--- src/rtl/drb_pkg.sv ---
package drb_pkg;

	localparam int unsigned PIX_W = 8;
	localparam int unsigned CFG_IDX_W = 2;
	localparam int unsigned D2_W = 12;
	localparam int unsigned FALL_W = 7;
	localparam int unsigned FALL_FULL = 64;
	localparam int unsigned FALL_SCALE = 1024;
	localparam int unsigned TAB_N = 256;

	localparam logic [CFG_IDX_W-1:0] CFG_CENTER_X = 2'd0;
	localparam logic [CFG_IDX_W-1:0] CFG_CENTER_Y = 2'd1;
	localparam logic [CFG_IDX_W-1:0] CFG_INTENSITY = 2'd2;
	localparam logic [CFG_IDX_W-1:0] CFG_SKY_TOP = 2'd3;

	localparam logic [PIX_W-1:0] CENTER_X_RST = 8'd72;
	localparam logic [PIX_W-1:0] CENTER_Y_RST = 8'd84;
	localparam logic [1:0] TOP_BITS = 2'b11;

	localparam logic [3:0] BAYER_BASE [4][4] = '{
		'{4'd0, 4'd8, 4'd2, 4'd10},
		'{4'd12, 4'd4, 4'd14, 4'd6},
		'{4'd3, 4'd11, 4'd1, 4'd9},
		'{4'd15, 4'd7, 4'd13, 4'd5}
	};

	typedef struct packed {
		logic hit;
		logic [D2_W-1:0] d2;
		logic [5:0] thr;
		logic [PIX_W-1:0] pix;
	} drb_dist_t;

	function automatic logic [5:0] bayer8(input logic [2:0] row, input logic [2:0] col);
		logic [1:0] add;
		add = (row[2] && col[2]) ? 2'd1 : ({row[2], 1'b0} + (col[2] ? 2'd3 : 2'd0));
		return {BAYER_BASE[row[1:0]][col[1:0]], 2'b00} + {4'd0, add};
	endfunction

endpackage

--- src/rtl/dithered_radial_bloom_pixel_unit.sv ---
// Radial glow with ordered 8x8 dither on a stream of 2:2:2 pixels.
//
// Input requests arrive on the s_axis channel: tdata carries pixel_x in
// bits 7..0, pixel_y in bits 15..8 and the colour byte in bits 23..16.
// Each request gives exactly one result on the m_axis channel, whose tdata
// is the resulting colour byte.
//
// The block is a three-register pipeline: an input register, a register
// after the distance and dither threshold, and the result register.
// m_axis_tvalid rises once a request has passed the input register and the
// middle register into the result register, and one pixel is accepted in
// every cycle as long as the receiver keeps taking results.
// Each stage advances on its own when the stage after it is empty or moving,
// so a stalled receiver fills the pipeline before s_axis_tready falls.
//
// The configuration registers are written through cfg_we, cfg_index and
// cfg_data and should only change while no request is in flight.
// Reset empties the pipeline and loads the centre (72, 84), zero intensity
// and a sky top of row zero, so every pixel passes through unchanged.
module dithered_radial_bloom_pixel_unit import drb_pkg::*; #(
	parameter int GLOW_RADIUS = 24,
	parameter int SCREEN_WIDTH = 144,
	parameter int SCREEN_HEIGHT = 168
) (
	input  logic clk,
	input  logic arst_n,
	input  logic s_axis_tvalid,
	output logic s_axis_tready,
	// pixel_x [7:0], pixel_y [15:8], pixel_in [23:16]
	input  logic [23:0] s_axis_tdata,
	output logic m_axis_tvalid,
	input  logic m_axis_tready,
	// pixel_out [7:0]
	output logic [7:0] m_axis_tdata,
	input  logic cfg_we,
	input  logic [CFG_IDX_W-1:0] cfg_index,
	input  logic [PIX_W-1:0] cfg_data
);

	logic [PIX_W-1:0] center_x_q;
	logic [PIX_W-1:0] center_y_q;
	logic [PIX_W-1:0] intensity_q;
	logic [PIX_W-1:0] sky_top_q;

	logic v1_s1;
	logic v2_s2;
	logic vo_q;
	logic en1;
	logic en2;
	logic en_out;

	logic [PIX_W-1:0] x_s1;
	logic [PIX_W-1:0] y_s1;
	logic [PIX_W-1:0] pix_s1;
	drb_dist_t dist_c;
	drb_dist_t dist_s2;
	logic [PIX_W-1:0] shade_c;
	logic [PIX_W-1:0] out_q;

	assign en_out = !vo_q || m_axis_tready;
	assign en2 = !v2_s2 || en_out;
	assign en1 = !v1_s1 || en2;
	assign s_axis_tready = en1;
	assign m_axis_tvalid = vo_q;
	assign m_axis_tdata = out_q;

	always_ff @(posedge clk or negedge arst_n) begin
		if (!arst_n) begin
			center_x_q <= CENTER_X_RST;
			center_y_q <= CENTER_Y_RST;
			intensity_q <= '0;
			sky_top_q <= '0;
		end else if (cfg_we) begin
			case (cfg_index)
				CFG_CENTER_X: center_x_q <= cfg_data;
				CFG_CENTER_Y: center_y_q <= cfg_data;
				CFG_INTENSITY: intensity_q <= cfg_data;
				CFG_SKY_TOP: sky_top_q <= cfg_data;
				default: ;
			endcase
		end
	end

	always_ff @(posedge clk or negedge arst_n) begin
		if (!arst_n) begin
			v1_s1 <= 1'b0;
			v2_s2 <= 1'b0;
			vo_q <= 1'b0;
		end else begin
			if (en1) v1_s1 <= s_axis_tvalid;
			if (en2) v2_s2 <= v1_s1;
			if (en_out) vo_q <= v2_s2;
		end
	end

	always_ff @(posedge clk) begin
		if (en1 && s_axis_tvalid) begin
			x_s1 <= s_axis_tdata[7:0];
			y_s1 <= s_axis_tdata[15:8];
			pix_s1 <= s_axis_tdata[23:16];
		end
		if (en2 && v1_s1) dist_s2 <= dist_c;
		if (en_out && v2_s2) out_q <= shade_c;
	end

	drb_dist #(
		.GLOW_RADIUS(GLOW_RADIUS),
		.SCREEN_WIDTH(SCREEN_WIDTH),
		.SCREEN_HEIGHT(SCREEN_HEIGHT)
	) u_dist (
		.pixel_x(x_s1),
		.pixel_y(y_s1),
		.pixel_in(pix_s1),
		.center_x(center_x_q),
		.center_y(center_y_q),
		.sky_top_row(sky_top_q),
		.geom(dist_c)
	);

	drb_shade #(
		.GLOW_RADIUS(GLOW_RADIUS)
	) u_shade (
		.geom(dist_s2),
		.glow_intensity(intensity_q),
		.pixel_out(shade_c)
	);

	// An empty input stage must always take a new request.
	a_ready_when_empty: assert property (@(posedge clk) disable iff (!arst_n)
		!v1_s1 |-> s_axis_tready)
		else $error("input stage empty but not ready");

	// A pixel outside the glow leaves the pipeline unchanged.
	a_miss_passes: assert property (@(posedge clk) disable iff (!arst_n)
		(en_out && v2_s2 && !dist_s2.hit) |=> (m_axis_tdata == $past(dist_s2.pix)))
		else $error("pixel outside glow was altered");

	// With zero intensity every pixel passes through.
	a_zero_intensity: assert property (@(posedge clk) disable iff (!arst_n)
		(en_out && v2_s2 && (intensity_q == '0)) |=> (m_axis_tdata == $past(dist_s2.pix)))
		else $error("pixel altered with glow disabled");

	// A full result register under stall keeps the full middle stage from moving.
	a_stall_holds: assert property (@(posedge clk) disable iff (!arst_n)
		(vo_q && !m_axis_tready && v2_s2) |-> !en2)
		else $error("middle stage advanced into a stalled result");

endmodule

--- src/rtl/drb_dist.sv ---
module drb_dist import drb_pkg::*; #(
	parameter int GLOW_RADIUS = 24,
	parameter int SCREEN_WIDTH = 144,
	parameter int SCREEN_HEIGHT = 168
) (
	input  logic [PIX_W-1:0] pixel_x,
	input  logic [PIX_W-1:0] pixel_y,
	input  logic [PIX_W-1:0] pixel_in,
	input  logic [PIX_W-1:0] center_x,
	input  logic [PIX_W-1:0] center_y,
	input  logic [PIX_W-1:0] sky_top_row,
	output drb_dist_t geom
);

	localparam logic [10:0] SW = SCREEN_WIDTH[10:0];
	localparam logic [10:0] SH = SCREEN_HEIGHT[10:0];
	localparam logic [8:0] RAD = GLOW_RADIUS[8:0];
	localparam logic [12:0] R2 = 13'(GLOW_RADIUS * GLOW_RADIUS);

	logic signed [8:0] dx;
	logic signed [8:0] dy;
	logic [8:0] ax;
	logic [8:0] ay;
	logic [12:0] d2;
	logic on_screen;
	logic in_box;

	always_comb begin
		dx = $signed({1'b0, pixel_x}) - $signed({1'b0, center_x});
		dy = $signed({1'b0, pixel_y}) - $signed({1'b0, center_y});
		ax = dx[8] ? 9'(-dx) : 9'(dx);
		ay = dy[8] ? 9'(-dy) : 9'(dy);
		d2 = ({7'd0, ax[5:0]} * {7'd0, ax[5:0]}) + ({7'd0, ay[5:0]} * {7'd0, ay[5:0]});
		on_screen = ({3'd0, pixel_x} < SW) && ({3'd0, pixel_y} < SH);
		in_box = (ax <= RAD) && (ay <= RAD);
		geom.hit = on_screen && (pixel_y >= sky_top_row) && in_box && (d2 <= R2);
		geom.d2 = d2[D2_W-1:0];
		geom.thr = bayer8(pixel_y[2:0], pixel_x[2:0]);
		geom.pix = pixel_in;
	end

endmodule

--- src/rtl/drb_shade.sv ---
module drb_shade import drb_pkg::*; #(
	parameter int GLOW_RADIUS = 24
) (
	input  drb_dist_t geom,
	input  logic [PIX_W-1:0] glow_intensity,
	output logic [PIX_W-1:0] pixel_out
);

	localparam int unsigned R2 = GLOW_RADIUS * GLOW_RADIUS;

	logic [FALL_W-1:0] fall_tab [TAB_N];
	logic [FALL_W-1:0] fall;
	logic [14:0] prod;
	logic [9:0] v;
	logic inc;
	logic [2:0] lsum;
	logic [1:0] lvl;
	logic [2:0] rr;
	logic [2:0] gg;
	logic [2:0] bb;

	for (genvar i = 0; i < TAB_N; i++) begin : g_tab
		localparam int unsigned SUB = (i * FALL_SCALE) / R2;
		assign fall_tab[i] = (SUB >= FALL_FULL) ? '0 : FALL_W'(FALL_FULL - SUB);
	end

	always_comb begin
		fall = fall_tab[geom.d2[D2_W-1:4]];
		prod = {8'd0, fall} * {7'd0, glow_intensity};
		v = prod[13:4];
		inc = {v[3:0], 2'b00} > geom.thr;
		lsum = {1'b0, v[5:4]} + {2'd0, inc};
		lvl = ((|v[9:6]) || lsum[2] || (lsum[1:0] == 2'd3)) ? 2'd3 : lsum[1:0];
		rr = {1'b0, geom.pix[5:4]} + {1'b0, lvl};
		gg = {1'b0, geom.pix[3:2]} + {1'b0, lvl};
		bb = {1'b0, geom.pix[1:0]} + {1'b0, lvl};
		if (geom.hit && (lvl != 2'd0)) begin
			pixel_out = {TOP_BITS,
				(rr[2] ? 2'd3 : rr[1:0]),
				(gg[2] ? 2'd3 : gg[1:0]),
				(bb[2] ? 2'd3 : bb[1:0])};
		end else begin
			pixel_out = geom.pix;
		end
	end

endmodule
--- config.mk ---
export PLATFORM = sky130hd
export DESIGN_NAME = dithered_radial_bloom_pixel_unit
export DESIGN_NICKNAME = d
export VERILOG_FILES = /design/src/rtl/drb_pkg.sv /design/src/rtl/dithered_radial_bloom_pixel_unit.sv /design/src/rtl/drb_dist.sv /design/src/rtl/drb_shade.sv
export SDC_FILE = /design/constraint.sdc
export NUM_CORES = 1
export LEC_CHECK = 0
export ABC_CLOCK_PERIOD_IN_PS = 6800
export CORE_MARGIN = 10
export CORE_UTILIZATION = 54
export CTS_BUF_LIST = sky130_fd_sc_hd__clkbuf_8
export DETAILED_ROUTE_END_ITERATION = 16
export DONT_BUFFER_PORTS = 1
export GPL_ROUTABILITY_DRIVEN = 0
export PLACE_DENSITY = 0.68
export SYNTH_ARGS = -nofsm -noshare
export SYNTH_HDL_FRONTEND = slang
export SYNTH_SLANG_ARGS = --single-unit
--- constraint.sdc ---
create_clock -name clk -period 6.8 [get_ports clk]
set_clock_uncertainty 0.1 [all_clocks]
set_input_delay 0.68 -clock clk [delete_from_list [all_inputs] [get_ports clk]]
set_output_delay 0.68 -clock clk [all_outputs]
set_load 0.02 [all_outputs]
==> results.md, run 1 <==
- I/O Buffers: 0
- Final net count: between 1000 and 1500
- Final Hold Fails: 0
- Status: finished, violations left
- Gr usage total: 0.179
- Wirelength per Cell: roughly 16 um
- Synth top area share: 0.196
- Synthesized area: 8450 um^2
- Critical-path top delay cell: fa_1
- Mean post-synth cell area: ~10 um^2
- CP Class: flop to flop
- Cell variety after synth: 76
- Worst EP arrival: between 7 and 8 ns
- Post-route cell area: between 10000 and 15000 um^2
- Net count after synthesis: about 1000
- R2R Setup Slk: -0.46 ns
- Crit. End Element: flop
- Worst-path clk slew: 0.11 ns
- Share of cells above drive strength 1: 0.339
- Highest Clock Rate: about 140 MHz
- Min Tclk post-route: between 7 and 8 ns
- CTS max path bufs: 2
- Number of global-route vias before repair: a little under 7000
- Sink Count: 90
- FP Rows: 45
- Unrepaired setup endpoints after global routing: yes
- Clock Latency Late Sink: approximately 0.37 ns
- CP Launch Type: flop
- Relative slew slack: 0.308
- Post-synth EDFFs: between 50 and 60
- Seq/Total Area, Yosys: 0.300
- DIE AREA: ~21000 um^2
- HP Class: input port to async pin
- YS warnings: 0
- Setup-failing EPs final: 8
- Synthesis-to-finish area growth: 25.0%
- RR Endpoint: m_axis_tdata[4]$_DFFE_PP_
- Cell mode on critical path: fa_1
- Drt total wl: 19500 um
- Pins Over Slew Limit: 0
- TritonRoute pass-1 iters: 5
- Initial antenna violation count: 0
- Die width: 145 um
- Vias/cell: roughly 5.3
- H-tree lvl count: 3
- Synth Register Bits: 90
- Worst Path Required: 6.83 ns
- DRC Markers: 0
- Count leader, synth: inv_1
- Post-Syn Instances: just over 800
- CTS tree: done
- Diode count: 0
- CTS Buf Count: 9
- Largest net degree at the start of global routing: 31
- Commonest cells in the netlist: inv_1, ha_1, fa_1
- I/O pin total: 49
- Crit path max fanout: 6
- Core box area: 15300 um^2
- Die height: between 100 and 150 um
- Post-route setup slack: -0.456 ns
- Worst reg-to-reg path cell count: 29
- Max-cap violation count: 0
- Worst-Margin Slew: around 1.0 ns
- TNS Setup: -2.75 ns
- Synth area leaders: edfxtp_1, fa_1, ha_1
- CP peak stage delay: 0.56 ns
- Post-synth top area cell: edfxtp_1
- Hold WS: 0.0335 ns
- DRT iter0 DRCs: about 230
- First-pass GRT wire length: about 32000 um
- HPWL Detailed: between 15000 and 20000 um
- RR Startpoint: dist_s2[18]$_DFFE_PP_
- CTS Root Cell: clkbuf_8
- FFs w/ async S/R, synth: 0.389
- Fin util: 0.692
- Post-DP Area: 9850 um^2
- Initial core utilization: 0.554
- Crit share post-route: 1.07
- Violated checks: setup timing
- Overflow after GRT: 0
- Via count: 6342
- Top_reg_cell synth: edfxtp_1
- Routed Antenna Nets: 0
layout by cell type, fill, tap and decap left out, types with 13 or more instances in the layout:
cell and n:
and2_1 27, nor2_1 32, ha_4 13, o21ai_0 21, or2_2 14, a21oi_1 17, fa_1 60, xor2_1 18
ha_1 83, dfrtp_1 30, edfxtp_1 55, inv_1 118, mux2_2 25, xnor2_1 19, nand2b_1 13, buf_4 149
nand2_1 58
critical path: cells and delay by family, from the launching register on:
kind                     cells  cell delay (ns)
multiplexers                 1             0.25
adder cells (fa/ha/maj)      8             2.95
flip-flops                   1             0.55
AO/OA/AOI/OAI                9             1.75
buffers and inverters        6             0.66
AND/OR/NAND/NOR              5             0.77
kinds of logic after synthesis:
| kind of cell | after synthesis | share of synthesized area |
|---|---|---|
| and+or+nand+nor | 222 | 0.139 |
| adders and majority gates | 165 | 0.303 |
| buffers and inverters | 139 | 0.0655 |
| AOI/OAI and AO/OA | 123 | 0.0997 |
| DFF | 90 | 0.300 |
| xor gates and xnor gates | 41 | 0.0425 |
| muxes | 36 | 0.0499 |
sequential cells by signal, summed over array words and instances (netlist names):
register and count:
center_x_q 8, sky_top_q 8, center_y_q 8, v1_s1 1
y_s1 8, intensity_q 8, x_s1 8, m_axis_tdata 8
m_axis_tvalid 1, v2_s2 1, pix_s1 8, dist_s2 23
stage by stage:
| step | setup WS [ns] | instances |
|---|---|---|
| 6_report | -0.456 | 1189 |
| 5_1_grt | -0.752 | 1189 |
| 4_1_cts | -0.466 | 1179 |
| 3_5_place_dp | -0.599 | 1148 |
| 3_3_place_gp | -0.437 | 1148 |
| 2_1_floorplan | -0.280 | 816 |
final cells by class:
class	count	area, um^2
timing repair buffer	155	1190
inverter	130	490
fill	1127	4700
clock buffer	9	124
clock inverter	7	81.3
tap	211	264
multi-input combinational	587	5870
sequential	90	2530
worst max-delay path by stage:
stage	to	startpoint
3_3_place_gp	dist_s2[26]$_DFFE_PP_	x_s1[0]$_DFFE_PP_
3_5_place_dp	dist_s2[26]$_DFFE_PP_	x_s1[0]$_DFFE_PP_
2_1_floorplan	m_axis_tdata[0]$_DFFE_PP_	dist_s2[19]$_DFFE_PP_
4_1_cts	dist_s2[26]$_DFFE_PP_	x_s1[0]$_DFFE_PP_
6_report	m_axis_tdata[4]$_DFFE_PP_	dist_s2[18]$_DFFE_PP_
5_1_grt	dist_s2[26]$_DFFE_PP_	x_s1[0]$_DFFE_PP_
what timing repair did:
action / 4_1_cts / 5_1_grt
pin swaps: 50 / 33
gates resized for setup: 26 / 48
hold endpoints to repair: 30 / 1
hold buffers: 1 / 1
buffers inserted: 18 / 12
endpoints found under the setup margin: 11 / 13
metal layers:
layer / part of all wire / wire, um / global-route usage
met4: 0.012 / 242 / 0.0399
met2: 0.52 / 10100 / 0.322
met5: 0 / 0 / 0
met3: 0.041 / 803 / 0.0345
met1: 0.43 / 8350 / 0.216
Power of run 1 is left out: the tool's default activity adds up to more than one toggle a clock period on the data nets, which glitch-free logic cannot reach.
==> run 2: changes to the inputs <==
--- a/config.mk
+++ b/config.mk
@@ -15,4 +15,5 @@
 export PLACE_DENSITY = 0.68
 export SYNTH_ARGS = -nofsm -noshare
 export SYNTH_HDL_FRONTEND = slang
+export SYNTH_HIERARCHICAL = 1
 export SYNTH_SLANG_ARGS = --single-unit
==> results.md, run 2 <==
- Initial antenna violation count: 1 (+1)
- Crit share post-route: 1.12 (+0.0536)
- I/O pin total: 49 (unchanged)
- GR Layer Usage met2: 0.358 (+0.0357)
- Cells after DPL: 1208 (+5.2%)
- CP Class: flop to flop
- Largest net degree at the start of global routing: 31 (unchanged)
- Highest Clock Rate: 131 MHz (-4.8%)
- Max-cap violation count: 0 (unchanged)
- Core box area: 16000 um^2 (+4.9%)
- Number of global-route vias before repair: 7396 (+9.4%)
- Routed Antenna Nets: 0 (unchanged)
- TritonRoute pass-1 iters: 5 (unchanged)
- HP Class: input port to async pin
- Crit path from: dist_s2[18]$_DFFE_PP_
- DRT iter0 DRCs: 378 (+64%)
- Grt peak-use layer: met2
- Clock Latency Late Sink: 0.37 ns (about the same)
- Crit-path leading delay family: adder cells
- Worst-Margin Slew: 1.12 ns (+0.0806 ns)
- Worst setup endpoint: m_axis_tdata[2]$_DFFE_PP_
- Setup-failing EPs final: 11 (+3)
- H-tree lvl count: 3 (unchanged)
- Wirelength per Cell: 17.1 um (+3.9%)
- CTS tree: done
- Worst-path clk slew: 0.09 ns (-0.02 ns)
- RR Startpoint: dist_s2[18]$_DFFE_PP_
- Crit path max fanout: 7 (+1)
- Share of cells above drive strength 1: 0.315 (-0.0243)
- TNS Setup: -6.30 ns (-3.55 ns)
- CTS Root Cell: clkbuf_8
- Die height: 148 um (+2.3%)
- FP Rows: 46 (+2.2%)
- Gr usage total: 0.195 (+0.0161)
- Critical-path top delay cell: fa_1
- Worst Path Required: 6.82 ns (about the same)
- Die width: 148 um (+2.3%)
- CTS Buf Count: 9 (unchanged)
- CP peak stage delay: 0.50 ns (-0.06 ns)
- Post-Layout Cell Count: 1246 (+4.8%)
- First-pass GRT wire length: 34900 um (+10%)
- Worst reg-to-reg path cell count: 34 (+17%)
- Vias/cell: 5.40 (+1.3%)
- Fillers: 1251 (+11%)
- Final Hold Fails: 0 (unchanged)
- CP Launch Type: flop
- CTS max path bufs: 2 (unchanged)
- DIE AREA: 22000 um^2 (+4.7%)
- Final net count: 1226 (+4.2%)
- Initial core utilization: 0.556 (+0.00295)
- Status: finished, violations left
- Most flops, register: dist_s2
- Met1 Use GR: 0.227 (+0.0107)
- Sink Count: 90 (unchanged)
- Post-route setup slack: -0.821 ns (-0.364 ns)
- DRC Markers: 0 (unchanged)
- Unrepaired setup endpoints after global routing: yes
- I/O Buffers: 0 (unchanged)
- Commonest non-fill, non-tap cell in the layout: buf_4
- Max FFs per register: 23 (unchanged)
- Stages on the worst setup path: 34 (+17%)
- Mean post-synth cell area: 10.3 um^2 (-0.20%)
- Crit. End Element: flop
- Violated checks: setup timing
- Most frequent cells in the layout: buf_4, inv_1, ha_1, fa_1, nand2_1
- Overflow after GRT: 0 (unchanged)
- YS warnings: 6 (+6)
- Post-Syn Instances: 862 (+5.6%)
- RR Endpoint: m_axis_tdata[2]$_DFFE_PP_
- HPWL Detailed: 17500 um (+10%)
- Pins Over Slew Limit: 0 (unchanged)
- R2R Setup Slk: -0.82 ns (-0.36 ns)
- Relative slew slack: 0.255 (-0.0537)
- Net count after synthesis: 1065 (+4.4%)
- Drt total wl: 21200 um (+8.9%)
- CP bufs+invs: 5 (-1)
- GRT met3 Usage: 0.0334 (-0.00109)
- Worst EP arrival: 7.64 ns (+0.35 ns)
- Min Tclk post-route: 7.62 ns (+0.364 ns)
- Synthesis-to-finish area growth: 22.9%
- Synthesized area: 8900 um^2 (+5.4%)
- Via count: 6733 (+6.2%)
==> run 2: worst min-delay path by stage <==
stage | to | slack (ns) | depth (start not counted)
2_1_floorplan | center_x_q[0]$_DFFE_PN0P_ | 0.28 | 0
3_3_place_gp | v1_s1$_DFFE_PN0P_ | 0.29 | 0
3_5_place_dp | sky_top_q[3]$_DFFE_PN0P_ | 0.29 | 0
4_1_cts | center_x_q[1]$_DFFE_PN0P_ | 0.01 | 1
5_1_grt | center_x_q[1]$_DFFE_PN0P_ | 0.005 | 1
6_report | center_x_q[1]$_DFFE_PN0P_ | 0.03 | 1
==> run 2: area by class of cell <==
| type | count | area [um^2] | area share |
|---|---|---|---|
| multi-input cells | 615 | 6100 | 0.557 |
| flip-flops and latches | 90 | 2530 | 0.232 |
| repair buffers | 169 | 1320 | 0.120 |
| inverters | 138 | 518 | 0.0473 |
| well taps | 216 | 270 | 0.0247 |
| clock buffers | 10 | 138 | 0.0126 |
| clock inverters | 6 | 63.8 | 0.00583 |
| diodes | 2 | 5.00 | 0.000457 |
==> run 2: repair_timing <==
action / CTS / global route
hold endpoints to repair: 30 / 0
resized for setup: 17 / 25
setup buffers: 10 / 12
hold buffers: 1 / 0
pin swaps: 11 / 20
cloned: 0 / 0
endpoints found under the setup margin: 11 / 13
==> run 2: layer usage <==
layer	share of wire	up-vias
li1	-	3241
met2	0.53	126
met1	0.42	3335
met3	0.028	31
met5	0	-
met4	0.022	0
==> run 2: worst register-to-register path, delay by kind of cell, from the launching register on <==
family	cells	cell delay, ns
AND/OR/NAND/NOR	10	1.52
flip-flops	1	0.48
XOR/XNOR	1	0.14
multiplexers	1	0.27
AO/OA/AOI/OAI	6	1.21
adder cells (fa/ha/maj)	11	3.19
buffers and inverters	5	0.48
==> run 2: through the flow <==
step	worst slack [ns]	utilization	hold slack [ns]	cell area, um^2
3_5_place_dp	-0.760	0.646	0.286	10300
5_1_grt	-1.10	0.684	0.00486	10900
4_1_cts	-0.699	0.670	0.0132	10700
3_3_place_gp	-0.637	0.646	0.286	10300
2_1_floorplan	-0.449	-	0.284	9070
6_report	-0.821	0.684	0.0277	10900
Power of run 2 is left out for the same reason.
